==> src/rtl/core/owtm_pkg.sv <==
// Shared types, register map and command codes for the 1-Wire temperature master.
`default_nettype none
package owtm_pkg;

  localparam int unsigned TICK_W  = 10;
  localparam int unsigned START_W = 6;
  localparam int unsigned ADDR_W  = 5;
  localparam int unsigned DATA_W  = 32;
  localparam int unsigned ACT_W   = 3;
  localparam int unsigned REG_IDX_W = 3;

  // bytes fetched from the scratchpad by a temperature read (2..9)
  localparam logic [3:0] SCRATCHPAD_BYTES = 4'd9;

  localparam logic [7:0] CMD_SKIP_ROM   = 8'hCC;
  localparam logic [7:0] CMD_CONVERT_T  = 8'h44;
  localparam logic [7:0] CMD_READ_SCRPD = 8'hBE;

  localparam logic [ACT_W-1:0] ACT_TICK  = 3'd0;
  localparam logic [ACT_W-1:0] ACT_RESET = 3'd1;
  localparam logic [ACT_W-1:0] ACT_WRITE = 3'd2;
  localparam logic [ACT_W-1:0] ACT_READ  = 3'd3;
  localparam logic [ACT_W-1:0] ACT_TEMP  = 3'd4;

  localparam logic [REG_IDX_W-1:0] REG_RESET_LOW   = 3'd0;
  localparam logic [REG_IDX_W-1:0] REG_PRES_SAMPLE = 3'd1;
  localparam logic [REG_IDX_W-1:0] REG_RESET_TAIL  = 3'd2;
  localparam logic [REG_IDX_W-1:0] REG_SLOT        = 3'd3;
  localparam logic [REG_IDX_W-1:0] REG_START_LOW   = 3'd4;
  localparam logic [REG_IDX_W-1:0] REG_READ_SAMPLE = 3'd5;
  localparam logic [REG_IDX_W-1:0] REG_RECOVERY    = 3'd6;

  typedef struct packed {
    logic [TICK_W-1:0]  reset_low;
    logic [TICK_W-1:0]  pres_sample;
    logic [TICK_W-1:0]  reset_tail;
    logic [TICK_W-1:0]  slot;
    logic [START_W-1:0] start_low;
    logic [TICK_W-1:0]  read_sample;
    logic [TICK_W-1:0]  recovery;
  } cfg_t;

  typedef struct packed {
    logic       line_low;
    logic       busy;
    logic       done;
    logic       present;
    logic [7:0] rx_byte;
    logic       rx_valid;
  } res_t;

endpackage
`default_nettype wire

==> src/rtl/core/owtm_cfg_regs.sv <==
// APB slot-timing register file.
`default_nettype none
module owtm_cfg_regs (
  input  wire logic                         clk,
  input  wire logic                         rst_n,
  input  wire logic                         psel,
  input  wire logic                         penable,
  input  wire logic                         pwrite,
  input  wire logic [owtm_pkg::ADDR_W-1:0]  paddr,
  input  wire logic [owtm_pkg::DATA_W-1:0]  pwdata,
  output logic      [owtm_pkg::DATA_W-1:0]  prdata,
  output logic                              pready,
  output owtm_pkg::cfg_t                    cfg
);

  owtm_pkg::cfg_t                       cfg_r;
  logic [owtm_pkg::REG_IDX_W-1:0]       idx;
  logic                                 wr_en;

  assign idx    = paddr[owtm_pkg::ADDR_W-1:2];
  assign pready = 1'b1;
  assign wr_en  = psel && penable && pwrite;
  assign cfg    = cfg_r;

  always_ff @(posedge clk) begin
    if (!rst_n) begin
      cfg_r.reset_low   <= 10'd480;
      cfg_r.pres_sample <= 10'd70;
      cfg_r.reset_tail  <= 10'd410;
      cfg_r.slot        <= 10'd60;
      cfg_r.start_low   <= 6'd2;
      cfg_r.read_sample <= 10'd15;
      cfg_r.recovery    <= 10'd5;
    end else if (wr_en) begin
      case (idx)
        owtm_pkg::REG_RESET_LOW:   cfg_r.reset_low   <= pwdata[owtm_pkg::TICK_W-1:0];
        owtm_pkg::REG_PRES_SAMPLE: cfg_r.pres_sample <= pwdata[owtm_pkg::TICK_W-1:0];
        owtm_pkg::REG_RESET_TAIL:  cfg_r.reset_tail  <= pwdata[owtm_pkg::TICK_W-1:0];
        owtm_pkg::REG_SLOT:        cfg_r.slot        <= pwdata[owtm_pkg::TICK_W-1:0];
        owtm_pkg::REG_START_LOW:   cfg_r.start_low   <= pwdata[owtm_pkg::START_W-1:0];
        owtm_pkg::REG_READ_SAMPLE: cfg_r.read_sample <= pwdata[owtm_pkg::TICK_W-1:0];
        owtm_pkg::REG_RECOVERY:    cfg_r.recovery    <= pwdata[owtm_pkg::TICK_W-1:0];
        default: ;
      endcase
    end
  end

  always_comb begin
    prdata = '0;
    case (idx)
      owtm_pkg::REG_RESET_LOW:   prdata[owtm_pkg::TICK_W-1:0]  = cfg_r.reset_low;
      owtm_pkg::REG_PRES_SAMPLE: prdata[owtm_pkg::TICK_W-1:0]  = cfg_r.pres_sample;
      owtm_pkg::REG_RESET_TAIL:  prdata[owtm_pkg::TICK_W-1:0]  = cfg_r.reset_tail;
      owtm_pkg::REG_SLOT:        prdata[owtm_pkg::TICK_W-1:0]  = cfg_r.slot;
      owtm_pkg::REG_START_LOW:   prdata[owtm_pkg::START_W-1:0] = cfg_r.start_low;
      owtm_pkg::REG_READ_SAMPLE: prdata[owtm_pkg::TICK_W-1:0]  = cfg_r.read_sample;
      owtm_pkg::REG_RECOVERY:    prdata[owtm_pkg::TICK_W-1:0]  = cfg_r.recovery;
      default: prdata = '0;
    endcase
  end

endmodule
`default_nettype wire

==> src/rtl/core/owtm_engine.sv <==
// Bus sequencer: reset/presence, bit slots, byte shifting and the temperature-read sequence.
`default_nettype none
module owtm_engine #(
  parameter logic [3:0] SCRATCHPAD_BYTES = owtm_pkg::SCRATCHPAD_BYTES
) (
  input  wire logic                        clk,
  input  wire logic                        rst_n,
  input  wire logic                        adv,
  input  wire logic [owtm_pkg::ACT_W-1:0]  action,
  input  wire logic [7:0]                  tx_byte,
  input  wire logic                        line_in,
  input  wire owtm_pkg::cfg_t              cfg,
  output owtm_pkg::res_t                   res,
  output logic [7:0]                       raw_low,
  output logic [7:0]                       raw_high
);

  typedef enum logic [3:0] {
    PH_IDLE, PH_RLOW, PH_RWAIT, PH_RTAIL, PH_WSLOT, PH_RSLOT, PH_WREC, PH_RREC
  } phase_t;

  phase_t                        phase_r, phase_nxt;
  logic [owtm_pkg::TICK_W-1:0]   tick_r, tick_nxt;
  logic [2:0]                    bit_r, bit_nxt;
  logic [7:0]                    shift_r, shift_nxt;
  logic [3:0]                    seq_r, seq_nxt;
  logic [3:0]                    nbytes_r, nbytes_nxt;
  logic [7:0]                    rawl_r, rawl_nxt;
  logic [7:0]                    rawh_r, rawh_nxt;
  logic                          pres_r, pres_nxt;
  logic [owtm_pkg::ACT_W-1:0]    act_r, act_nxt;
  logic [7:0]                    lrx_r, lrx_nxt;
  owtm_pkg::res_t                res_r, res_nxt;

  logic [owtm_pkg::TICK_W-1:0]   len, samp, rlow_lim, rwait_lim, rtail_lim;

  assign len       = (cfg.slot == '0) ? 10'd1 : cfg.slot;
  assign samp      = (cfg.read_sample < len) ? cfg.read_sample : len - 10'd1;
  assign rlow_lim  = (cfg.reset_low == '0) ? 10'd1 : cfg.reset_low;
  assign rwait_lim = (cfg.pres_sample == '0) ? 10'd1 : cfg.pres_sample;
  assign rtail_lim = (cfg.reset_tail == '0) ? 10'd1 : cfg.reset_tail;

  always_comb begin
    logic slot_end, after, unit_fin, was_rd, busy, low, done, rxv;
    logic [owtm_pkg::TICK_W:0] tinc;
    phase_nxt  = phase_r;
    tick_nxt   = tick_r;
    bit_nxt    = bit_r;
    shift_nxt  = shift_r;
    seq_nxt    = seq_r;
    nbytes_nxt = nbytes_r;
    rawl_nxt   = rawl_r;
    rawh_nxt   = rawh_r;
    pres_nxt   = pres_r;
    act_nxt    = act_r;
    lrx_nxt    = lrx_r;
    slot_end   = 1'b0;
    after      = 1'b0;
    unit_fin   = 1'b0;
    was_rd     = 1'b0;
    low        = 1'b0;
    done       = 1'b0;
    rxv        = 1'b0;

    // command start; the same tick is its first tick
    if (phase_r == PH_IDLE &&
        action inside {[owtm_pkg::ACT_RESET:owtm_pkg::ACT_TEMP]}) begin
      act_nxt    = action;
      seq_nxt    = '0;
      nbytes_nxt = '0;
      tick_nxt   = '0;
      bit_nxt    = '0;
      if (action == owtm_pkg::ACT_WRITE) begin
        shift_nxt = tx_byte;
        phase_nxt = PH_WSLOT;
      end else if (action == owtm_pkg::ACT_READ) begin
        shift_nxt = '0;
        phase_nxt = PH_RSLOT;
      end else begin
        phase_nxt = PH_RLOW;
      end
    end
    busy = (phase_nxt != PH_IDLE);
    tinc = {1'b0, tick_nxt} + 11'd1;

    case (phase_nxt)
      PH_RLOW: begin
        low = 1'b1;
        tick_nxt = tinc[owtm_pkg::TICK_W-1:0];
        if (tinc >= {1'b0, rlow_lim}) begin
          phase_nxt = PH_RWAIT;
          tick_nxt  = '0;
        end
      end
      PH_RWAIT: begin
        tick_nxt = tinc[owtm_pkg::TICK_W-1:0];
        if (tinc >= {1'b0, rwait_lim}) begin
          phase_nxt = PH_RTAIL;
          tick_nxt  = '0;
        end
      end
      PH_RTAIL: begin
        if (tick_nxt == '0) pres_nxt = ~line_in;
        tick_nxt = tinc[owtm_pkg::TICK_W-1:0];
        if (tinc >= {1'b0, rtail_lim}) unit_fin = 1'b1;
      end
      PH_WSLOT: begin
        low = shift_nxt[bit_nxt] ? (tick_nxt < {4'd0, cfg.start_low}) : 1'b1;
        tick_nxt = tinc[owtm_pkg::TICK_W-1:0];
        if (tinc >= {1'b0, len}) slot_end = 1'b1;
      end
      PH_RSLOT: begin
        was_rd = 1'b1;
        low = (tick_nxt < {4'd0, cfg.start_low});
        if (tick_nxt == samp && line_in) shift_nxt[bit_nxt] = 1'b1;
        tick_nxt = tinc[owtm_pkg::TICK_W-1:0];
        if (tinc >= {1'b0, len}) slot_end = 1'b1;
      end
      PH_WREC, PH_RREC: begin
        was_rd   = (phase_nxt == PH_RREC);
        tick_nxt = tinc[owtm_pkg::TICK_W-1:0];
        if (tinc >= {1'b0, cfg.recovery}) begin
          tick_nxt = '0;
          after    = 1'b1;
        end
      end
      default: begin
        phase_nxt = PH_IDLE;
        tick_nxt  = '0;
      end
    endcase

    if (slot_end) begin
      tick_nxt = '0;
      if (cfg.recovery != '0) phase_nxt = was_rd ? PH_RREC : PH_WREC;
      else after = 1'b1;
    end

    if (after) begin
      if (bit_nxt != 3'd7) begin
        bit_nxt   = bit_nxt + 3'd1;
        tick_nxt  = '0;
        phase_nxt = was_rd ? PH_RSLOT : PH_WSLOT;
      end else begin
        unit_fin = 1'b1;
      end
    end

    if (unit_fin) begin
      if (was_rd) begin
        lrx_nxt = shift_nxt;
        rxv     = 1'b1;
      end
      if (act_nxt != owtm_pkg::ACT_TEMP) begin
        done = 1'b1; phase_nxt = PH_IDLE; tick_nxt = '0; act_nxt = owtm_pkg::ACT_TICK;
      end else begin
        // next unit of the temperature read; tick and bit restart in every branch
        tick_nxt = '0;
        bit_nxt  = '0;
        case (seq_nxt)
          4'd0: begin seq_nxt = 4'd1; shift_nxt = owtm_pkg::CMD_SKIP_ROM;   phase_nxt = PH_WSLOT; end
          4'd1: begin seq_nxt = 4'd2; shift_nxt = owtm_pkg::CMD_CONVERT_T;  phase_nxt = PH_WSLOT; end
          4'd2: begin seq_nxt = 4'd3; phase_nxt = PH_RLOW; end
          4'd3: begin seq_nxt = 4'd4; shift_nxt = owtm_pkg::CMD_SKIP_ROM;   phase_nxt = PH_WSLOT; end
          4'd4: begin seq_nxt = 4'd5; shift_nxt = owtm_pkg::CMD_READ_SCRPD; phase_nxt = PH_WSLOT; end
          4'd5: begin
            seq_nxt = 4'd6; nbytes_nxt = '0; shift_nxt = '0; phase_nxt = PH_RSLOT;
          end
          default: begin
            if (nbytes_nxt == 4'd0) rawl_nxt = shift_nxt;
            else if (nbytes_nxt == 4'd1) rawh_nxt = shift_nxt;
            nbytes_nxt = nbytes_nxt + 4'd1;
            if (nbytes_nxt >= SCRATCHPAD_BYTES) begin
              done = 1'b1; phase_nxt = PH_IDLE; act_nxt = owtm_pkg::ACT_TICK;
            end else begin
              shift_nxt = '0; phase_nxt = PH_RSLOT;
            end
          end
        endcase
      end
    end

    res_nxt.line_low = low;
    res_nxt.busy     = busy;
    res_nxt.done     = done;
    res_nxt.present  = pres_nxt;
    res_nxt.rx_byte  = lrx_nxt;
    res_nxt.rx_valid = rxv;
  end

  always_ff @(posedge clk) begin
    if (!rst_n) begin
      phase_r  <= PH_IDLE;
      tick_r   <= '0;
      bit_r    <= '0;
      shift_r  <= '0;
      seq_r    <= '0;
      nbytes_r <= '0;
      rawl_r   <= '0;
      rawh_r   <= '0;
      pres_r   <= 1'b0;
      act_r    <= owtm_pkg::ACT_TICK;
      lrx_r    <= '0;
      res_r    <= '0;
    end else if (adv) begin
      phase_r  <= phase_nxt;
      tick_r   <= tick_nxt;
      bit_r    <= bit_nxt;
      shift_r  <= shift_nxt;
      seq_r    <= seq_nxt;
      nbytes_r <= nbytes_nxt;
      rawl_r   <= rawl_nxt;
      rawh_r   <= rawh_nxt;
      pres_r   <= pres_nxt;
      act_r    <= act_nxt;
      lrx_r    <= lrx_nxt;
      res_r    <= res_nxt;
    end
  end

  assign res      = res_r;
  assign raw_low  = rawl_r;
  assign raw_high = rawh_r;

endmodule
`default_nettype wire

==> src/rtl/core/owtm_temp_conv.sv <==
// Raw scratchpad temperature to whole degrees Celsius and Fahrenheit.
`default_nettype none
module owtm_temp_conv (
  input  wire logic [7:0]         raw_low,
  input  wire logic [7:0]         raw_high,
  output logic signed [7:0]       celsius,
  output logic signed [9:0]       fahrenheit
);

  logic signed [16:0] raw_ext;
  logic signed [16:0] half;
  logic signed [11:0] c9;
  logic        [10:0] mag;
  logic        [27:0] prod;
  logic        [10:0] quot;
  logic signed [11:0] fq;

  // halve toward zero: add one to negative values before the arithmetic shift
  assign raw_ext = signed'({raw_high[7], raw_high, raw_low});
  assign half    = (raw_ext + signed'({16'd0, raw_high[7]})) >>> 1;

  always_comb begin
    if (half > 17'sd127)        celsius = 8'sd127;
    else if (half < -17'sd128)  celsius = -8'sd128;
    else                        celsius = half[7:0];
  end

  // |c*9| / 5 via reciprocal 52429/2^18, exact below 2^13
  assign c9   = 12'(celsius) * 12'sd9;
  assign mag  = c9[11] ? 11'(-c9) : c9[10:0];
  assign prod = {17'd0, mag} * 28'd52429;
  assign quot = {1'b0, prod[27:18]};
  assign fq   = c9[11] ? -signed'({1'b0, quot}) : signed'({1'b0, quot});
  assign fahrenheit = 10'(fq + 12'sd32);

endmodule
`default_nettype wire

==> src/rtl/core/one_wire_temperature_master_core.sv <==
// Top level of the 1-Wire temperature master: handshake stages, registers, sequencer.
`default_nettype none
// 1-Wire bus master, one input item per bus tick (nominally 1 us). Each item
// carries the sampled DQ level and an optional command (bus reset, write byte,
// read byte, temperature read); exactly one result item comes back per input
// item, with the DQ drive, busy/done, presence, read byte and the temperature
// of the last completed temperature read. One item is taken per clock while the
// output is not stalled: an item waits in the input register until the sequencer
// advances, updating its state and the result register, and the result register
// frees the input side whenever the result is taken or absent. Slot timing comes
// from the APB registers at byte addresses 0x00..0x18, which must be written
// only while no items are in flight; the block does not enforce this.
module one_wire_temperature_master_core #(
  parameter logic [3:0] SCRATCHPAD_BYTES = owtm_pkg::SCRATCHPAD_BYTES
) (
  input  wire logic                        clk,
  input  wire logic                        rst_n,
  input  wire logic                        in_valid,
  output logic                             in_stall,
  input  wire logic [owtm_pkg::ACT_W-1:0]  in_action,
  input  wire logic [7:0]                  in_tx_byte,
  input  wire logic                        in_line_in,
  output logic                             out_valid,
  input  wire logic                        out_stall,
  output logic                             out_line_low,
  output logic                             out_busy_res,
  output logic                             out_done_res,
  output logic                             out_device_present,
  output logic [7:0]                       out_rx_byte,
  output logic                             out_rx_byte_valid,
  output logic signed [7:0]                out_temp_celsius,
  output logic signed [9:0]                out_temp_fahrenheit,
  input  wire logic                        psel,
  input  wire logic                        penable,
  input  wire logic                        pwrite,
  input  wire logic [owtm_pkg::ADDR_W-1:0] paddr,
  input  wire logic [owtm_pkg::DATA_W-1:0] pwdata,
  output logic      [owtm_pkg::DATA_W-1:0] prdata,
  output logic                             pready
);

  logic                        in_vld_r;
  logic [owtm_pkg::ACT_W-1:0]  act_r;
  logic [7:0]                  tx_r;
  logic                        line_r;
  logic                        out_vld_r;
  logic                        adv;
  owtm_pkg::cfg_t              cfg;
  owtm_pkg::res_t              res;
  logic [7:0]                  raw_low, raw_high;

  assign adv      = in_vld_r && (!out_vld_r || !out_stall);
  assign in_stall = in_vld_r && !adv;

  always_ff @(posedge clk) begin
    if (!rst_n) begin
      in_vld_r  <= 1'b0;
      out_vld_r <= 1'b0;
    end else begin
      if (!in_stall) in_vld_r <= in_valid;
      if (adv) out_vld_r <= 1'b1;
      else if (!out_stall) out_vld_r <= 1'b0;
    end
  end

  always_ff @(posedge clk) begin
    if (in_valid && !in_stall) begin
      act_r  <= in_action;
      tx_r   <= in_tx_byte;
      line_r <= in_line_in;
    end
  end

  owtm_cfg_regs u_regs (
    .clk     (clk),
    .rst_n   (rst_n),
    .psel    (psel),
    .penable (penable),
    .pwrite  (pwrite),
    .paddr   (paddr),
    .pwdata  (pwdata),
    .prdata  (prdata),
    .pready  (pready),
    .cfg     (cfg)
  );

  owtm_engine #(
    .SCRATCHPAD_BYTES (SCRATCHPAD_BYTES)
  ) u_engine (
    .clk      (clk),
    .rst_n    (rst_n),
    .adv      (adv),
    .action   (act_r),
    .tx_byte  (tx_r),
    .line_in  (line_r),
    .cfg      (cfg),
    .res      (res),
    .raw_low  (raw_low),
    .raw_high (raw_high)
  );

  // raw bytes change only with the result register, so these hold while stalled
  owtm_temp_conv u_conv (
    .raw_low    (raw_low),
    .raw_high   (raw_high),
    .celsius    (out_temp_celsius),
    .fahrenheit (out_temp_fahrenheit)
  );

  assign out_valid          = out_vld_r;
  assign out_line_low       = res.line_low;
  assign out_busy_res       = res.busy;
  assign out_done_res       = res.done;
  assign out_device_present = res.present;
  assign out_rx_byte        = res.rx_byte;
  assign out_rx_byte_valid  = res.rx_valid;

endmodule
`default_nettype wire
==> config.mk <==
export PLATFORM = sky130hd
export DESIGN_NAME = one_wire_temperature_master_core
export DESIGN_NICKNAME = d
export VERILOG_FILES = /design/src/rtl/core/owtm_pkg.sv /design/src/rtl/core/owtm_cfg_regs.sv /design/src/rtl/core/owtm_engine.sv /design/src/rtl/core/owtm_temp_conv.sv /design/src/rtl/core/one_wire_temperature_master_core.sv
export SDC_FILE = /design/constraint.sdc
export NUM_CORES = 1
export LEC_CHECK = 0
export ABC_AREA = 1
export BUFFER_PORTS_ARGS = -buffer_cell sky130_fd_sc_hd__buf_2
export CAP_MARGIN = 25
export CORE_MARGIN = 8
export CORE_UTILIZATION = 55
export CTS_CLUSTER_SIZE = 24
export DETAILED_ROUTE_END_ITERATION = 7
export GPL_TIMING_DRIVEN = 0
export PLACE_DENSITY = 0.78
export SLEW_MARGIN = 0
export SYNTH_ARGS = -nofsm -noshare
export SYNTH_HDL_FRONTEND = slang
export SYNTH_SLANG_ARGS = --single-unit
==> constraint.sdc <==
create_clock -name clk -period 11.05 [get_ports clk]
set_clock_uncertainty 0.2 [all_clocks]
set_input_delay 2.21 -clock clk [delete_from_list [all_inputs] [get_ports clk]]
set_output_delay 2.21 -clock clk [all_outputs]
set_load 0.01 [all_outputs]
==> reports/metrics.cfg, run 1 <==
[cts]
clockBufferDepth=2
cts_max_level=4
clock_latency_ps=430
clock-sinks=145
postCtsHoldBufs=0
clk_pin_slew_worst_paths_ps=70
cts_tree=yes
cts_buffers=17
root_buffer=clkbuf_16

[synth]
ys_seq_area_frac=0.228
synth_edf_count=12
yosysTopAreaCell=dfxtp_1
yosys.area_share.xor_xnor=0.0301
synthArstFlopShare=0
synth_fa_ha_area_frac=0.208
synthFlopType=dfxtp_1
synth.distinct_cells=63
synth_area_leaders=dfxtp_1, ha_1, inv_1
synth.top_cell.area_share=0.200
synth_cells=1875
synth_top_family_by_area=simple AND/OR/NAND/NOR gates
synth_simple_gate_area_frac=0.230
synth-seq-cells=145
synth.area.mux_share=0.000753
synth-compound-area-share=0.179
yosysWarnings=0
avgSynthCellArea_sq_um=7.09
synth_area_sq_um=13300

[pwr]
combPwrFrac=0.106
total_power_mw=1.23
p_seq_frac=0.443
power_density_nw_per_um2=76.0
p_leak_nw=8.06
swShare=0.291
switchingPower_mw=0.359
ir_drop_mv=0.0897
internal-power_mw=0.873
clockPowerShare=0.451

[place]
placed_area_sq_um=14200
portBuffers=73
dp_hpwl_um=31200
dp_cells=2293
gp_congestion=0.953
dp_slack_ps=-1130

[cells_and_area]
nFillCells=1966
drive_above_1_share=0.211
layout.cells.non_filler=2399
finalNetCount=2316
insertedDiodeCount=0
design_area_sq_um=16200
post-route-util=0.674
area_delta_synth_final_pct=21.9

[floorplan]
io_pins=122
fp.dieH_um=171
rows=57
start_util=0.553
die_width_um=171
coreArea_sq_um=24000
dieArea_sq_um=29400

[setup_path]
cp.depth=54
critPathKind=reg -> out
crit_path_end_kind=output pin
slowest_stage=fa_1
worstPathRequired_ps=8640
crit_path_end=out_temp_fahrenheit[9]
start_kind=flip-flop
reg2reg_from=act_r[0]
path_buf_inv=10
reg2reg_depth=29
arrival_ps=9270
critPathLaunch=u_engine.raw_high[7]
critical-path-top-delay-family=adder cells
r2r_setup_slack_ps=4370
crit_fanout=7
critPathMaxStageDelay_ps=540
timing.rr.end=u_engine.raw_low[1]

[min_path]
worstHoldPathType=reg -> reg

[route]
dr.pass1.iters=6
drtAntennaViolNets=0
wl_per_cell_um=18.5
drt_iter0_markers=1216
drc_errors=0
wl_um=44400
vias_per_cell=5.75
via_count=13800

[timing]
finalWorstSetupSlack_ps=-629
rsz0062_at_grt=yes
relSlewSlack=0.302
tightest_slew_ps=1040
period_minus_slack_ps=11680
timing.fmax_mhz=85.6
hold_violations=0
finalCritPeriodShare=1.06
setup_viol=6
drv_slew=0

[grt]
grt_start_max_net_pins=17
track_usage=0.283
grt_pass1_vias=13200
grt-ovfl-total=0
antenna_found_initial=0
grt_pass1_wl_um=66400

[status]
failed_checks=negative setup slack
outcome=complete, but fails checks

[job]
maxCapViolCount=0

-- layer usage --
layer	vias up	GRT usage	share of wire
li1	6555	-	-
met1	6362	0.337	0.39
met2	664	0.491	0.48
met3	203	0.0383	0.074
met4	0	0.145	0.058
met5	-	0	0
-- worst reg2reg max path, delay by kind of cell (launching register included) --
family / cells / cell delay [ps]
simple gates: 11 / 2040
flops: 1 / 420
buf+inv: 8 / 1080
fa+ha+maj: 2 / 790
compound gates: 7 / 1200
xor+xnor: 1 / 820
-- cells by family (layout without fill, tap and decap cells) --
kind of cell	count (synthesis)	in the layout
multiplexers	1	1
other	2	23
adder cells (fa/ha/maj)	198	198
XOR/XNOR	41	41
flip-flops	145	145
AND/OR/NAND/NOR	668	668
AO/OA/AOI/OAI	408	408
buffers and inverters	412	591
-- through the flow --
stage | hold slack, ps | TNS [ps]
global route | 277 | -5770
detailed placement | 257 | -5830
floorplan | 217 | 0
finish | 269 | -2360
global placement | 251 | -4970
CTS | 267 | -482
-- cell usage in the layout (no fill, tap or decap), types with 14 or more instances in the layout --
cell type,n
inv_1,307
nand2_1,290
ha_1,134
dfxtp_1,128
a21oi_1,126
nor2_1,120
o21ai_0,112
buf_4,89
nand3_1,78
buf_2,73
nand2_2,38
inv_2,38
fa_1,34
o211ai_1,32
nor3_1,29
clkbuf_1,29
nand4_1,26
xor2_1,25
ha_4,24
conb_1,23
o21ai_1,21
o22ai_1,18
clkbuf_16,17
nand2_4,14
nor2_2,14
-- timing repair --
action                                  CTS  global route
pin swaps                                72            73
gates resized for setup                 113            82
endpoints found under the hold margin     0             0
setup buffers                            38            37
endpoints found under the setup margin   10             9
-- power groups by stage --
| stage | Sequential (mW) | Clock [mW] | Combinational, mW |
|---|---|---|---|
| after global placement | 0.557 | 0 | 0.125 |
| after floorplan | 0.556 | 0 | 0.0808 |
| after CTS | 0.546 | 0.554 | 0.127 |
| after global routing | 0.547 | 0.578 | 0.142 |
| after detailed placement | 0.558 | 0 | 0.126 |
| final | 0.546 | 0.555 | 0.131 |
-- flip-flops by register name, summed over array words and instances, names as in the netlist, 4 cells and up --
register	flops
u_engine.seq_r	4
u_regs.cfg	66
u_engine.shift_r	8
u_engine.tick_r	10
tx_r	8
u_engine.phase_r	4
u_engine.nbytes_r	4
u_engine.raw_high	8
u_engine.raw_low	8
u_engine.res	13
-- cell usage after synthesis, types with 9 or more instances --
cell type,instances
o211ai_1,32
a31oi_1,10
clkbuf_1,29
buf_4,24
nor2_1,129
inv_2,24
xor2_1,31
fa_1,39
edfxtp_1,12
ha_1,159
o21ai_1,17
o21ai_0,125
a211oi_1,11
nand4_1,26
nand2_4,9
o22ai_1,18
nor4_1,12
nand3_1,85
nor2_2,9
dfxtp_1,133
nor3_1,31
inv_1,324
nand2_1,317
nand2_2,19
a21oi_1,141
-- layout make-up --
class                           instances  area (sq um)  area share
Tap cell                              324           405      0.0250
Clock inverter                         15           126     0.00780
Sequential cell                       145          3030       0.187
Buffer                                 57           319      0.0197
Timing Repair Buffer                  147           973      0.0601
Inverter                              355          1350      0.0833
Multi-Input combinational cell       1339          9570       0.591
Clock buffer                           17           425      0.0263
-- worst min-delay path by stage --
stage	from	to	cells after the start
5_1_grt	u_engine.shift_r[0]	u_engine.shift_r[0]	2
4_1_cts	u_engine.act_r[2]	u_engine.act_r[2]	2
2_1_floorplan	line_r	u_engine.res[9]	1
3_5_place_dp	u_engine.act_r[2]	u_engine.act_r[2]	2
6_report	u_engine.act_r[1]	u_engine.act_r[1]	2
3_3_place_gp	u_engine.act_r[0]	u_engine.act_r[0]	2
No activity file was read; power rests on OpenSTA's default activity.
==> run 2, diff against run 1 <==
- CAP_MARGIN: 25 -> default
- HOLD_SLACK_MARGIN: default -> 0.02
- SKIP_LAST_GASP: default -> 1
==> run 2 against run 1 <==
Compared with the run above: the run still ends with negative setup slack left; die area did not move; sequential power barely moved; first-iteration DRC count rose by 4.4%; sequential share of layout area did not move; cell count did not move; clock power barely moved; fmax rose by 0.56%; critical path depth fell by 5; global-route usage did not move; sequential cell count did not move; largest cell class unchanged; largest power group unchanged; highest routed layer unchanged.
==> reports/metrics.cfg, run 2 (synthesis results as in run 1) <==
[status]
outcome=complete, but fails checks
failed_checks=negative setup slack

[cts]
clockBufferDepth=2
cts_max_level=4
postCtsHoldBufs=0
cts_buffers=17
clk_pin_slew_worst_paths_ps=70
root_buffer=clkbuf_16
clock-sinks=145
cts_tree=yes
clock_latency_ps=430

[place]
gp_congestion=0.953
placed_area_sq_um=14200
dp_hpwl_um=31200
dp_slack_ps=-1130
dp_cells=2293
portBuffers=73

[pwr]
total_power_mw=1.23
power_density_nw_per_um2=76.1
ir_drop_mv=0.0899
p_leak_nw=8.06

[grt]
grt_start_max_net_pins=17
grt_pass1_wl_um=66400
grt-ovfl-total=0
grt_pass1_vias=13200
track_usage=0.283
antenna_found_initial=0

[cells_and_area]
mostFrequentLayoutCells=inv_1, nand2_1, ha_1, dfxtp_1, a21oi_1
design_area_sq_um=16200
insertedDiodeCount=0
drive_above_1_share=0.210
largest_reg_flops=66
nFillCells=1966
finalNetCount=2316
area_delta_synth_final_pct=21.9
layout.cells.non_filler=2399
post-route-util=0.674
multiInputGateArea_sq_um=9570
mostFrequentLayoutCell=inv_1
ff_latch_area_sq_um=3030

[timing]
holdWs_ps=269
fin_tns_setup_ps=-1950
finalWorstSetupSlack_ps=-564
period_minus_slack_ps=11610
drv_slew=0
rsz0062_at_grt=yes
timing.fmax_mhz=86.1
tightest_slew_ps=1040
setup_viol=6
finalCritPeriodShare=1.05
hold_violations=0
relSlewSlack=0.306

[setup_path]
timing.rr.end=u_engine.raw_low[1]
r2r_setup_slack_ps=4310
crit_fanout=7
crit_path_end_kind=output pin
critPathKind=reg -> out
worstPathRequired_ps=8640
critPathMaxStageDelay_ps=680
slowest_stage=fa_2
reg2reg_depth=29
reg2reg_from=act_r[0]
start_kind=flip-flop
arrival_ps=9200

[floorplan]
die_width_um=171
coreArea_sq_um=24000
rows=57
io_pins=122
fp.dieH_um=171
dieArea_sq_um=29400
start_util=0.553

[route]
vias_per_cell=5.74
drc_errors=0
drtAntennaViolNets=0
wl_per_cell_um=18.5
wl_um=44500
drt_iter0_markers=1269
dr.pass1.iters=6
via_count=13800

[job]
maxCapViolCount=0

[min_path]
min_path_cells=2
hold-path-endpoint=u_engine.act_r[1]
worstHoldPathType=reg -> reg
worstHoldStart=u_engine.act_r[1]

[run 2: worst max path at each step]
| stage | startpoint | endpoint | slack, ps | cells after the start |
|---|---|---|---|---|
| 2_1_floorplan | u_engine.raw_high[7] | out_temp_fahrenheit[9] | 20 | 54 |
| 3_3_place_gp | u_engine.raw_high[7] | out_temp_fahrenheit[9] | -1040 | 59 |
| 3_5_place_dp | u_engine.raw_high[7] | out_temp_fahrenheit[9] | -1130 | 59 |
| 4_1_cts | u_engine.raw_low[0] | out_temp_fahrenheit[9] | -220 | 58 |
| 5_1_grt | u_engine.raw_high[7] | out_temp_fahrenheit[9] | -990 | 61 |
| 6_report | u_engine.raw_high[7] | out_temp_fahrenheit[9] | -560 | 49 |
[run 2: critical path: cells and delay by family, from the launching register on]
family | cells | cell delay [ps]
fa+ha+maj | 10 | 3410
buf+inv | 9 | 1010
flops | 1 | 360
simple gates | 24 | 2540
xor+xnor | 3 | 580
compound gates | 3 | 880
[run 2: where the power goes]
part	internal (mW)	leakage, nW	switching (mW)
clock network	0.295	0.269	0.262
registers	0.539	1.20	0.00666
logic	0.0390	6.59	0.0918
total	0.873	8.06	0.360
[run 2: cell type report]
class,count,share of cell area
multi-input cells,1339,0.591
flip-flops and latches,145,0.187
plain buffers,57,0.0197
well taps,324,0.0250
clock buffers,17,0.0263
inverters,355,0.0833
clock inverters,15,0.00780
repair buffers,147,0.0601
[run 2: timing repair]
item                       CTS  global route
setup endpoints to repair   10             9
gates resized for setup    113            79
buffers inserted            38            37
pin swaps                   72            71
[run 2: layer usage]
layer  share of wire  vias up  routed length [um]  track usage
met2            0.48      652               21300        0.491
met4           0.057        0                2530        0.145
met3           0.074      185                3300       0.0383
met5               0        -                   0            0
met1            0.39     6382               17400        0.337
li1                -     6550                   -            -
